**src/rtl/dfr_pkg.sv**
```systemverilog
// Shared types and constants for the length-prefixed frame deframer.
// No dependencies; imported by every module of the block.
`default_nettype none

package dfr_pkg;

    localparam int unsigned CfgIndexWidth = 4;
    localparam int unsigned CfgDataWidth  = 64;

    // Register indexes of the configuration port
    localparam logic [CfgIndexWidth-1:0] REG_FRAME_MAGIC      = 4'd0;
    localparam logic [CfgIndexWidth-1:0] REG_PROTOCOL_VERSION = 4'd1;
    localparam logic [CfgIndexWidth-1:0] REG_MAX_BODY_LENGTH  = 4'd2;
    localparam logic [CfgIndexWidth-1:0] REG_KNOWN_TYPE_MASK  = 4'd3;

    // Register reset values
    localparam logic [15:0] MAGIC_RESET     = 16'h0000;
    localparam logic [7:0]  VERSION_RESET   = 8'h00;
    localparam logic [31:0] MAX_LEN_RESET   = 32'h0000_FFFF;
    localparam logic [63:0] TYPE_MASK_RESET = 64'h0000_0000_0000_01FE;

    // Result kinds
    localparam logic [1:0] KIND_BODY  = 2'd0;
    localparam logic [1:0] KIND_EMPTY = 2'd1;
    localparam logic [1:0] KIND_ERROR = 2'd2;

    // Last header byte position (eight bytes, counted from zero)
    localparam logic [2:0] HDR_LAST_POS = 3'd7;

    typedef struct packed {
        logic [15:0] frame_magic;
        logic [7:0]  protocol_version;
        logic [31:0] max_body_length;
        logic [63:0] known_type_mask;
    } dfr_cfg_t;

    typedef struct packed {
        logic [1:0] kind;
        logic [7:0] frame_type;
        logic [7:0] body_byte;
        logic       last;
    } dfr_result_t;

    typedef struct packed {
        logic halted;
        logic in_body;
    } dfr_status_t;

endpackage

`default_nettype wire

```
**src/rtl/dfr_cfg.sv**
```systemverilog
// Configuration register bank of the frame deframer.
// Depends on dfr_pkg for register indexes, reset values and dfr_cfg_t.
`default_nettype none

module dfr_cfg (
    input  wire logic                              clk,
    input  wire logic                              rst_n,
    input  wire logic                              cfg_wr_en,
    input  wire logic [dfr_pkg::CfgIndexWidth-1:0] cfg_index,
    input  wire logic [dfr_pkg::CfgDataWidth-1:0]  cfg_data,
    output dfr_pkg::dfr_cfg_t                      cfg
);
    import dfr_pkg::*;

    dfr_cfg_t cfg_reg;

    always_ff @(posedge clk or negedge rst_n)
    begin
        if (!rst_n)
        begin
            cfg_reg.frame_magic      <= MAGIC_RESET;
            cfg_reg.protocol_version <= VERSION_RESET;
            cfg_reg.max_body_length  <= MAX_LEN_RESET;
            cfg_reg.known_type_mask  <= TYPE_MASK_RESET;
        end
        else if (cfg_wr_en)
        begin
            // Drop writes to unmapped indexes
            unique case (cfg_index)
                REG_FRAME_MAGIC:      cfg_reg.frame_magic      <= cfg_data[15:0];
                REG_PROTOCOL_VERSION: cfg_reg.protocol_version <= cfg_data[7:0];
                REG_MAX_BODY_LENGTH:  cfg_reg.max_body_length  <= cfg_data[31:0];
                REG_KNOWN_TYPE_MASK:  cfg_reg.known_type_mask  <= cfg_data;
                default:              ;
            endcase
        end
    end

    assign cfg = cfg_reg;

endmodule

`default_nettype wire

```
**src/rtl/dfr_core.sv**
```systemverilog
// Parser state and per-byte decision logic of the frame deframer.
// Depends on dfr_pkg for configuration, result and status types.
`default_nettype none

module dfr_core (
    input  wire logic               clk,
    input  wire logic               rst_n,
    input  wire logic               accept,
    input  wire logic [7:0]         in_byte,
    input  wire dfr_pkg::dfr_cfg_t  cfg,
    output logic                    res_valid,
    output dfr_pkg::dfr_result_t    res,
    output dfr_pkg::dfr_status_t    status
);
    import dfr_pkg::*;

    logic        halted_reg,  halted_next;
    logic        in_body_reg, in_body_next;
    logic [2:0]  pos_reg,     pos_next;
    logic [55:0] store_reg,   store_next;
    logic [7:0]  type_reg,    type_next;
    logic [31:0] remain_reg,  remain_next;

    logic [15:0] hdr_magic;
    logic [7:0]  hdr_version;
    logic [7:0]  hdr_type;
    logic [31:0] hdr_length;
    logic        type_known;
    logic        hdr_bad;
    logic        body_last;

    assign hdr_magic   = store_reg[55:40];
    assign hdr_version = store_reg[39:32];
    assign hdr_type    = store_reg[31:24];
    assign hdr_length  = {store_reg[23:0], in_byte};
    assign type_known  = (hdr_type[7:6] == 2'b00) && cfg.known_type_mask[hdr_type[5:0]];
    assign hdr_bad     = (hdr_magic != cfg.frame_magic)
                      || (hdr_version != cfg.protocol_version)
                      || !type_known
                      || (hdr_length > cfg.max_body_length);
    assign body_last   = (remain_reg <= 32'd1);

    always_comb
    begin
        halted_next  = halted_reg;
        in_body_next = in_body_reg;
        pos_next     = pos_reg;
        store_next   = store_reg;
        type_next    = type_reg;
        remain_next  = remain_reg;
        res_valid    = 1'b0;
        res          = '{kind: KIND_BODY, frame_type: type_reg, body_byte: 8'h00, last: 1'b0};

        if (accept && !halted_reg)
        begin
            if (in_body_reg)
            begin
                res_valid     = 1'b1;
                res.body_byte = in_byte;
                res.last      = body_last;
                remain_next   = remain_reg - 32'd1;
                if (body_last)
                begin
                    remain_next  = 32'd0;
                    in_body_next = 1'b0;
                end
            end
            else if (pos_reg != HDR_LAST_POS)
            begin
                store_next = {store_reg[47:0], in_byte};
                pos_next   = pos_reg + 3'd1;
            end
            else
            begin
                pos_next       = 3'd0;
                store_next     = 56'd0;
                res.frame_type = hdr_type;
                if (hdr_bad)
                begin
                    halted_next = 1'b1;
                    res_valid   = 1'b1;
                    res.kind    = KIND_ERROR;
                end
                else
                begin
                    type_next = hdr_type;
                    if (hdr_length == 32'd0)
                    begin
                        res_valid = 1'b1;
                        res.kind  = KIND_EMPTY;
                        res.last  = 1'b1;
                    end
                    else
                    begin
                        remain_next  = hdr_length;
                        in_body_next = 1'b1;
                    end
                end
            end
        end
    end

    always_ff @(posedge clk or negedge rst_n)
    begin
        if (!rst_n)
        begin
            halted_reg  <= 1'b0;
            in_body_reg <= 1'b0;
            pos_reg     <= 3'd0;
            store_reg   <= 56'd0;
            type_reg    <= 8'd0;
            remain_reg  <= 32'd0;
        end
        else
        begin
            halted_reg  <= halted_next;
            in_body_reg <= in_body_next;
            pos_reg     <= pos_next;
            store_reg   <= store_next;
            type_reg    <= type_next;
            remain_reg  <= remain_next;
        end
    end

    assign status = '{halted: halted_reg, in_body: in_body_reg};

endmodule

`default_nettype wire

```
**src/rtl/length_prefixed_frame_deframer.sv**
```systemverilog
// Top level of the length-prefixed frame deframer: config bank, parser, result register.
// Depends on dfr_pkg, dfr_cfg and dfr_core.
`default_nettype none

// Takes one received byte per transfer and parses 8-byte big-endian headers
// (16-bit magic, version byte, type byte, 32-bit body length). On the eighth
// header byte the header is checked against frame_magic, protocol_version,
// known_type_mask (types 64 and above are never known) and max_body_length.
// A failed check yields one error result (kind 2) and the block then drops
// every byte until reset. A good header with zero length yields one
// empty-frame result (kind 1, last set); otherwise each body byte comes out
// as kind 0 with the frame type and last set on the final byte. Header bytes
// give no result. Rate: one byte per clock cycle, with each result loaded
// into the output register by the transfer that makes it; the parser decides each
// byte in one pass from its state registers, and the only thing that holds
// the input is a full result register that downstream stalls. The user must
// write configuration through cfg_wr_en/cfg_index/cfg_data only while the
// block is idle, which the block does not enforce. Writes above index three are ignored.
module length_prefixed_frame_deframer (
    input  wire logic                              clk,
    input  wire logic                              rst_n,
    input  wire logic                              cfg_wr_en,
    input  wire logic [dfr_pkg::CfgIndexWidth-1:0] cfg_index,
    input  wire logic [dfr_pkg::CfgDataWidth-1:0]  cfg_data,
    input  wire logic                              in_valid,
    output logic                                   in_stall,
    input  wire logic [7:0]                        in_byte,
    output logic                                   out_valid,
    input  wire logic                              out_stall,
    output logic [1:0]                             result_kind,
    output logic [7:0]                             frame_type,
    output logic [7:0]                             body_byte,
    output logic                                   last_of_frame
);
    import dfr_pkg::*;

    dfr_cfg_t    cfg;
    dfr_result_t res;
    dfr_status_t status;
    logic        res_valid;
    logic        in_xfer;
    logic        out_xfer;

    logic        out_valid_reg, out_valid_next;
    dfr_result_t out_reg;

    // Hold the input only while a finished result waits downstream
    assign in_stall = out_valid_reg && out_stall;
    assign in_xfer  = in_valid && !in_stall;
    assign out_xfer = out_valid_reg && !out_stall;

    dfr_cfg u_cfg (
        .clk       (clk),
        .rst_n     (rst_n),
        .cfg_wr_en (cfg_wr_en),
        .cfg_index (cfg_index),
        .cfg_data  (cfg_data),
        .cfg       (cfg)
    );

    dfr_core u_core (
        .clk       (clk),
        .rst_n     (rst_n),
        .accept    (in_xfer),
        .in_byte   (in_byte),
        .cfg       (cfg),
        .res_valid (res_valid),
        .res       (res),
        .status    (status)
    );

    // Result register: load a new result, or drop the valid once taken
    always_comb
    begin
        out_valid_next = out_valid_reg;
        if (in_xfer && res_valid)
        begin
            out_valid_next = 1'b1;
        end
        else if (out_xfer)
        begin
            out_valid_next = 1'b0;
        end
    end

    always_ff @(posedge clk or negedge rst_n)
    begin
        if (!rst_n)
        begin
            out_valid_reg <= 1'b0;
        end
        else
        begin
            out_valid_reg <= out_valid_next;
        end
    end

    // Payload needs no reset; advance only when a result is produced
    always_ff @(posedge clk)
    begin
        if (in_xfer && res_valid)
        begin
            out_reg <= res;
        end
    end

    assign out_valid     = out_valid_reg;
    assign result_kind   = out_reg.kind;
    assign frame_type    = out_reg.frame_type;
    assign body_byte     = out_reg.body_byte;
    assign last_of_frame = out_reg.last;

    // A halted parser never produces another result
    a_halted_silent: assert property (@(posedge clk) disable iff (!rst_n)
        status.halted |-> !res_valid)
        else $error("result produced after header error");

    // An error result halts the parser at the next edge
    a_error_halts: assert property (@(posedge clk) disable iff (!rst_n)
        (in_xfer && res_valid && res.kind == KIND_ERROR) |=> status.halted)
        else $error("header error did not halt parser");

    // A new result is never loaded over one that is still stalled
    a_no_overwrite: assert property (@(posedge clk) disable iff (!rst_n)
        (out_valid_reg && out_stall) |-> !(in_xfer && res_valid))
        else $error("pending result overwritten");

    // Empty frames always carry the last flag; errors never do
    a_last_flag: assert property (@(posedge clk) disable iff (!rst_n)
        out_valid_reg |-> ((result_kind == KIND_EMPTY && last_of_frame)
                        || (result_kind == KIND_ERROR && !last_of_frame)
                        || (result_kind == KIND_BODY)))
        else $error("last flag inconsistent with result kind");

    // Headers are only checked outside a body, so halt and body never overlap
    a_halt_not_in_body: assert property (@(posedge clk) disable iff (!rst_n)
        !(status.halted && status.in_body))
        else $error("parser halted inside a frame body");

endmodule

`default_nettype wire
```
**config.mk**
```make
export PLATFORM = sky130hd
export DESIGN_NAME = length_prefixed_frame_deframer
export DESIGN_NICKNAME = d
export VERILOG_FILES = /design/src/rtl/dfr_pkg.sv /design/src/rtl/dfr_cfg.sv /design/src/rtl/dfr_core.sv /design/src/rtl/length_prefixed_frame_deframer.sv
export SDC_FILE = /design/constraint.sdc
export NUM_CORES = 1
export LEC_CHECK = 0
export ABC_AREA = 0
export ABC_CLOCK_PERIOD_IN_PS = 5300
export BUFFER_PORTS_ARGS = -buffer_cell sky130_fd_sc_hd__clkbuf_2
export CAP_MARGIN = 15
export CORE_AREA = 5 5 155 157
export DETAILED_ROUTE_END_ITERATION = 10
export DIE_AREA = 0 0 160 162
export PLACE_DENSITY = 0.79
export SYNTH_ARGS = -nofsm -noshare
export SYNTH_HDL_FRONTEND = slang
export SYNTH_HIERARCHICAL = 1
export SYNTH_SLANG_ARGS = --single-unit
export TNS_END_PERCENT = 20
```
**constraint.sdc**
```tcl
create_clock -name clk -period 5.3 [get_ports clk]
set_input_delay 0.265 -clock clk [delete_from_list [all_inputs] [get_ports clk]]
set_output_delay 0.265 -clock clk [all_outputs]
set_load 0.05 [all_outputs]
```
==> metrics.md <==
| Metric | Value |
|---|---|
| Maxcap violations | 0 |
| Critical Path AT | 4.11 ns |
| Starting DRT DRC Count | 1,046 |
| Post-DP Area | 12,800 µm² |
| Tmin final | 3.97 ns |
| First-pass GRT wire length | 50.0 mm |
| Crit. End Element | flop |
| Initial antenna violation count | 1 |
| Max clock buf depth | 3 |
| Num CTS Buffers | 26 |
| Clock skew | 0.00977 ns |
| Peak supply drop | 0.282 mV |
| CTS Sinks | 241 |
| Worst EP required | 5.44 ns |
| Total Routing Usage GR | 24.1% |
| GR peak layer | met2 |
| Die Y | 162 µm |
| Worst slew margin | 21.1% |
| Largest net degree at the start of global routing | 122 |
| Hold_buf cts | 40 |
| Crit-path slowest cell | nor2_2 |
| Root buf cell | clkbuf_16 |
| Met3 Usage GRT | 6.24% |
| Die Wd | 160 µm |
| Total Neg Setup Slack | 0 ns |
| CORE AREA | 22,400 µm² |
| Vias per cell | 5.99 |
| Pwr dens | 482 nW/µm² |
| Overflow after GRT | 0 |
| Max-slew violation count | 0 |
| Area of the die | 25,900 µm² |
| Crit-path max cell delay | 0.85 ns |
| Routed Antenna Nets | 0 |
| Hold crit path type | in2reg |
| Area taken by flip-flops and latches | 6160 µm² |
| Status | completed |
| Routed via count | 8,899 |
| Layout cells sized above 1 | 28.4% |
| WL final | 31.1 mm |
| Met1 usage | 32.6% |
| CTS H-tree depth | 1 |
| Synthesized net count | 1,174 |
| Synthesis Warnings | 6 |
| CTS clk-pin slew, worst paths | 0.06 ns |
| Pre-Repair DR Iteration Count | 5 |
| Largest register FFs | 120 |
| RSZ-0062 raised after global routing | no |
| Area occupied by multi-input gates | 5560 µm² |
| CP Launch Type | flop |
| M2 GR Usage | 38.9% |
| Initial core utilization | 54.4% |
| Rows | 55 |
| WP buf/inv | 1 |
| CTS tree | done |
| Gate count of the mapped netlist | 1,057 |
| # IOs | 102 |
| Syn Area/Cell | 11.5 µm² |
| Crit Path Class | reg2reg |
| Fin crit share | 75.0% |
| DRC | 0 |
| Number of global-route vias before repair | 8,899 |
| DP HPWL | 20.2 mm |
| Worst Tran Pin Value | 1.18 ns |
| Leakage | 6.53 nW |
| Mapped Area | 12,200 µm² |
| Post_cts resized | 0 |
| Cells along the critical path | buf_4, mux4_2, a22o_1, nor3_1, nor2_1, a32o_1, nand3_1, a21o_1, nand2_1, nor2_2 |
| Worst-Skew Late Latency | 0.53 ns |
| Fin. Hold Viols | 0 |
| GPL Wtd Cong | 0.877 |
| Post-route cell area | 14,100 µm² |
| Final setup violating endpoints | 0 |
| CP delay by family, top | simple AND/OR/NAND/NOR gates |
| Area Growth Syn to Fin | 15.6% |
| Nets | 1,296 |
| Wire length per cell | 20.9 µm |
| Fill cell count | 1,679 |
| Max Freq | 252 MHz |
| I/O Buffers | 101 |
| Post-CTS setup repair buffer count | 0 |
| Crit-path max FO | 19 |
==> per-layer routing <==
| metal | part of all wire (%) | up-vias |
|---|---|---|
| met4 | 2.8 | 0 |
| met2 | 47 | 384 |
| met1 | 41 | 4374 |
| li1 | - | 4063 |
| met5 | 0 | - |
| met3 | 8.9 | 78 |
==> path summary, 6_finish.rpt <==
path                                      start               endpoint  slack, ns  depth (start not counted)
setup reg to reg           u_core/store_reg[24]           body_byte[1]       1.33                         10
hold / removal                     cfg_data[10]          u_cfg/cfg[10]      0.005                          2
max in group asynchronous                 rst_n   u_core/store_reg[24]       3.67                          3
hold reg to reg              u_core/type_reg[4]     u_core/type_reg[4]       0.49                          2
setup / recovery           u_core/store_reg[24]           body_byte[1]       1.33                         10
min in group asynchronous                 rst_n  u_core/remain_reg[18]       0.38                          2
==> through the flow <==
stage | utilization, % | hold WS, ns | total power, mW | instances | worst slack (ns)
2_1_floorplan | - | -0.0306 | 4.30 | 1057 | 1.96
3_3_place_gp | 57.2 | 0.407 | 4.81 | 1396 | 1.59
3_5_place_dp | 57.2 | 0.415 | 4.91 | 1396 | 1.40
4_1_cts | 62.9 | 0.00115 | 6.77 | 1484 | 1.35
5_1_grt | 62.9 | 0.00532 | 7.17 | 1485 | 1.10
6_report | 62.9 | 0.00545 | 6.78 | 1485 | 1.33
==> placed cells by master (no fill, tap or decap), drive strengths merged, types with 5 or more instances in the layout <==
cell	instances
xor2	24
a22oi	10
dlygate4sd3	40
nor2b	8
buf	8
mux4	12
dfstp	24
o21ai	105
nand3	10
o31ai	5
o21a	7
and3	12
a221o	6
nor3	18
nand4	15
mux2	134
ha	36
clkinv	6
dfrtp	198
a21oi	41
mux2i	9
edfxtp	19
nor4	25
clkbuf	141
nand2b	5
inv	38
and2	8
nor2	54
nand2	127
==> area by class of cell <==
type / instances / area share [%]
Sequential cell: 241 / 43.8
Multi-Input combinational cell: 723 / 39.5
Timing Repair Buffer: 148 / 6.89
Clock buffer: 41 / 5.76
Tap cell: 285 / 2.54
Inverter: 39 / 1.04
Clock inverter: 7 / 0.445
Antenna cell: 1 / 0.0178
==> report_power, final <==
group          internal (mW)  leakage, nW  switching [mW]
Clock                   1.09        0.430           0.723
Sequential              2.36         2.98           0.527
Combinational          0.912         3.13            1.16
Total                   4.37         6.53            2.41
==> worst reg2reg max path: cells and delay by family, from the launching register on <==
kind / cells / cell delay [ns]
buffers and inverters: 1 / 0.38
muxes: 1 / 0.58
and+or+nand+nor: 5 / 1.41
DFF: 1 / 0.52
AOI/OAI and AO/OA: 3 / 0.70
(Power assumes the default switching activity.)
